==> config.mk <==
export PLATFORM = sky130hd
export DESIGN_NAME = mec_mul
export DESIGN_NICKNAME = d
export VERILOG_FILES = /design/src/design/mec_mul.sv
export SDC_FILE = /design/constraint.sdc
export NUM_CORES = 2
export LEC_CHECK = 0
export BUFFER_PORTS_ARGS = -buffer_cell sky130_fd_sc_hd__buf_2
export CAP_MARGIN = 10
export CORE_MARGIN = 2
export CORE_UTILIZATION = 25
export DETAILED_ROUTE_END_ITERATION = 8
export PLACE_DENSITY_LB_ADDON = 0.3
export SLEW_MARGIN = 20
export SYNTH_ARGS = -nofsm -noshare
export SYNTH_HDL_FRONTEND = slang
export SYNTH_SLANG_ARGS = --single-unit
==> constraint.sdc <==
create_clock -name clk -period 13.54 [get_ports clk]
set_input_delay 2.708 -clock clk [delete_from_list [all_inputs] [get_ports clk]]
set_output_delay 2.708 -clock clk [all_outputs]
set_load 0.01 [all_outputs]
==> src/design/mec_mul.sv <==
`timescale 1ns / 1ps
`default_nettype none

module mec_mul #(
	parameter int W = 40
) (
	input  wire logic                  clk,
	input  wire logic signed [W-1:0]   a,
	input  wire logic signed [W-1:0]   b,
	output      logic        [2*W-1:0] p
);

	// Each operand is split into a signed upper half and an unsigned lower half.
	localparam int H  = (W + 1) / 2;
	localparam int HW = W - H;

	logic signed [HW-1:0]   a_hi;
	logic signed [HW-1:0]   b_hi;
	logic signed [H:0]      a_lo;
	logic signed [H:0]      b_lo;

	logic signed [2*HW-1:0] hh_s1;
	logic signed [W:0]      hl_s1;
	logic signed [W:0]      lh_s1;
	logic        [2*H-1:0]  ll_s1;

	logic        [2*W-1:0]  hh_x;
	logic        [2*W-1:0]  hl_x;
	logic        [2*W-1:0]  lh_x;
	logic        [2*W-1:0]  ll_x;
	logic        [2*W-1:0]  p_s2;

	assign a_hi = a[W-1:H];
	assign b_hi = b[W-1:H];
	assign a_lo = {1'b0, a[H-1:0]};
	assign b_lo = {1'b0, b[H-1:0]};

	// First stage: four partial products.
	always_ff @(posedge clk) begin
		hh_s1 <= a_hi * b_hi;
		hl_s1 <= a_hi * b_lo;
		lh_s1 <= a_lo * b_hi;
		ll_s1 <= a[H-1:0] * b[H-1:0];
	end

	// Second stage: align and sum the partial products into the exact product.
	assign hh_x = {{(2*H){hh_s1[2*HW-1]}}, hh_s1};
	assign hl_x = {{(W-1){hl_s1[W]}}, hl_s1};
	assign lh_x = {{(W-1){lh_s1[W]}}, lh_s1};
	assign ll_x = {{(2*HW){1'b0}}, ll_s1};

	always_ff @(posedge clk) begin
		p_s2 <= (hh_x << (2 * H)) + (hl_x << H) + (lh_x << H) + ll_x;
	end

	assign p = p_s2;

endmodule

`default_nettype wire

==> qor.csv <==
stage,metric,value,unit
status,outcome,"complete, no violations",
global_route,GRT Util Overall,0.149,
clocking,CTS root buf,clkbuf_16,
synth,Mapped Cells,7008,
global_route,largest net degree at the start of global routing,41,
setup_path,"Arr. time, crit path",10500,ps
floorplanning,Die ar.,0.263,mm^2
synth,Synth Area in Compound Gates,0.0550,
clocking,clk_lat worst skew,610,ps
timing,final hold vios,0,
timing,max_slew headroom,0.219,
synth,Synth Net Count,9192,
synth,Post-Synth Adder-Cell Area,0.575,
global_route,initial antenna violation count,26,
detailed_routing,starting DRC count in detailed routing,2692,
clocking,CTS buffer count,34,
timing,Max Fclk,0.0997,GHz
clocking,clk slew on worst S/H paths,60,ps
detailed_routing,WL/cell,18.7,um
finish,"commonest non-fill, non-tap cell in the layout",inv_1,
clocking,clk buf depth,3,
timing,Max Slew Vio Count,0,
setup_path,CP max-delay cell,fa_1,
placement,count of input and output buffers,160,
synth,multiplexer share of the synthesized area,0,
synth,Mean Syn Cell Area,9.22,um^2
global_route,grt ovf,0,
timing,Final setup viols,0,
synth,Yosys top cell by area,fa_1,
synth,Synth Register Bits,242,
finish,"commonest non-fill, non-tap cells in the layout","inv_1 (1,558), fa_1 (1,442), and2_1 (827)",
setup_path,CP top delay family,adder cells,
worst_hold_path,Hold WC Path Type,reg -> reg,
synth,synth top area cells,"fa_1 (45%), ha_1 (13%), inv_1 (9.1%), and2_1 (8.0%), dfxtp_1 (7.5%)",
timing,RSZ-0062 raised after global routing,no,
placement,Detailed Place HPWL,151000,um
synth,sequential fraction of the synthesis area,0.0750,
synth,synth unique cells,78,
detailed_routing,Routed WL,194000,um
timing,Slew @ Worst Pin,1170,ps
global_route,met1 usage,0.208,
floorplanning,Core Box Area,0.257,mm^2
floorplanning,num ports,161,
setup_path,"Buf+Inv Stages, Crit Path",7,
global_route,M2 GR Usage,0.246,
floorplanning,Starting Density,0.252,
clocking,cts repair resizes,0,
synth,synth warn,0,
synth,mapped cell area,0.0646,mm^2
run,Max Cap Violations,0,
global_route,most used routing layer in global routing,met2,
synth,top-area cell type share of the netlist area,0.447,
clocking,# hold bufs at CTS,0,
setup_path,critical path capture point type,flip-flop,
detailed_routing,DRC errors left,0,
setup_path,critical path class,in -> reg,
setup_path,startpoint types,input port,
clocking,CTS tree,built,
detailed_routing,Final ANT Viol Nets,0,
finish,Area growth syn-to-layout,8.43,%
setup_path,"Largest stage delay, worst path",570,ps
detailed_routing,via count,45900,
global_route,met3 usage,0.0188,
setup_path,CP dominant cell by count,fa_1,
synth,Synth Flop Type,dfxtp_1,
synth,Post-synth EDFFs,0,
setup_path,critical path required time,14020,ps
finish,layout cells sized above 1,0.0452,
timing,skew final,59.4,ps
placement,GPL Wtd Cong,0.867,
detailed_routing,Avg Vias per Cell,4.43,
timing,crit path time final,10030,ps
floorplanning,die width,512,um
detailed_routing,DR pass1 iterations,6,
finish,number of fill cells,27500,
clocking,total setup buffers inserted after CTS,0,
timing,Fin Setup TNS,0,ps
synth,largest family of logic cells by synthesized area,adder cells,
floorplanning,die height,512,um
timing,fraction of the cycle the final worst path needs,0.741,
clocking,CTS Sinks,242,
floorplanning,cell row count,186,
synth,Synth Area in Simple Gates,0.157,
global_route,vias in the first global route,50600,
clocking,CTS H-tree depth,2,
synth,ys async rst share,0,
finish,Post-layout nets,9128,
setup_path,crit-path max FO,26,
synth,Post-Synth XOR/XNOR Area,0.0282,
global_route,global-route wire length before repair,303000,um
## routing by layer
layer / vias to the layer above / part of all wire
met1: 23700 / 0.47
met3: 221 / 0.054
met2: 1296 / 0.46
met4: 2 / 0.022
met5: - / 0.000067
li1: 20700 / -
## state kept, by name (all words and copies together), names as in the netlist
| signal | count |
|---|---|
| hh_s1 | 40 |
| hl_s1 | 41 |
| lh_s1 | 41 |
| ll_s1 | 40 |
| p | 80 |
## cells by family after synthesis
group	after synthesis
XOR/XNOR	208
AO/OA/AOI/OAI	539
adder cells (fa/ha/maj)	2103
flip-flops	242
buffers and inverters	1897
AND/OR/NAND/NOR	2019
## stage by stage
step	hold slack, ps	setup WS, ps	instance area [um^2]	std cells	util
floorplan	310	4280	64600	7008	-
global placement	317	3060	69000	10300	0.268
detailed placement	314	2980	69000	10300	0.268
CTS	319	3590	70000	10300	0.273
global route	325	3090	70000	10400	0.273
finish	317	3510	70100	10400	0.273
## synth_stat cells (5+ instances only)
master,count
nor2b_1,19
o21a_1,19
and2_1,827
a21boi_0,7
ha_1,661
fa_1,1442
a31oi_1,18
o211ai_1,11
inv_1,1559
o21ai_1,11
or2_2,5
a221oi_1,9
nand2b_1,52
nor4_1,8
nand4_1,20
a21o_1,90
nand3_1,51
and3_1,10
o22ai_1,6
nor3_1,32
nor2_1,155
a21oi_1,157
xor2_1,43
and4_1,5
a211oi_1,24
xnor2_1,165
nand2_1,811
clkbuf_1,334
o21ai_0,88
dfxtp_1,242
o21bai_1,32
or3_1,13
## area by class of cell
cell class | count | area (um^2) | share of cell area
Clock inverter | 17 | 170 | 0.00243
Tap cell | 3384 | 4230 | 0.0604
Clock buffer | 40 | 903 | 0.0129
Timing Repair Buffer | 237 | 1380 | 0.0197
Sequential cell | 242 | 4840 | 0.0691
Inverter | 1560 | 5860 | 0.0836
Antenna cell | 10 | 25.0 | 0.000357
Multi-Input combinational cell | 4869 | 52700 | 0.751
## path summary, 6_finish.rpt
path	start	endpoint	slack (ps)	depth (start not counted)
min reg2reg	ll_s1[7]$_DFF_P_	p[7]$_DFF_P_	320	0
max reg2reg	ll_s1[33]$_DFF_P_	p[76]$_DFF_P_	9070	12
max	a[14]	lh_s1[39]$_DFF_P_	3510	26
min	ll_s1[7]$_DFF_P_	p[7]$_DFF_P_	320	0
Power is left out: the tool's default activity adds up to more than one toggle a clock period on the data nets, which glitch-free logic cannot reach.
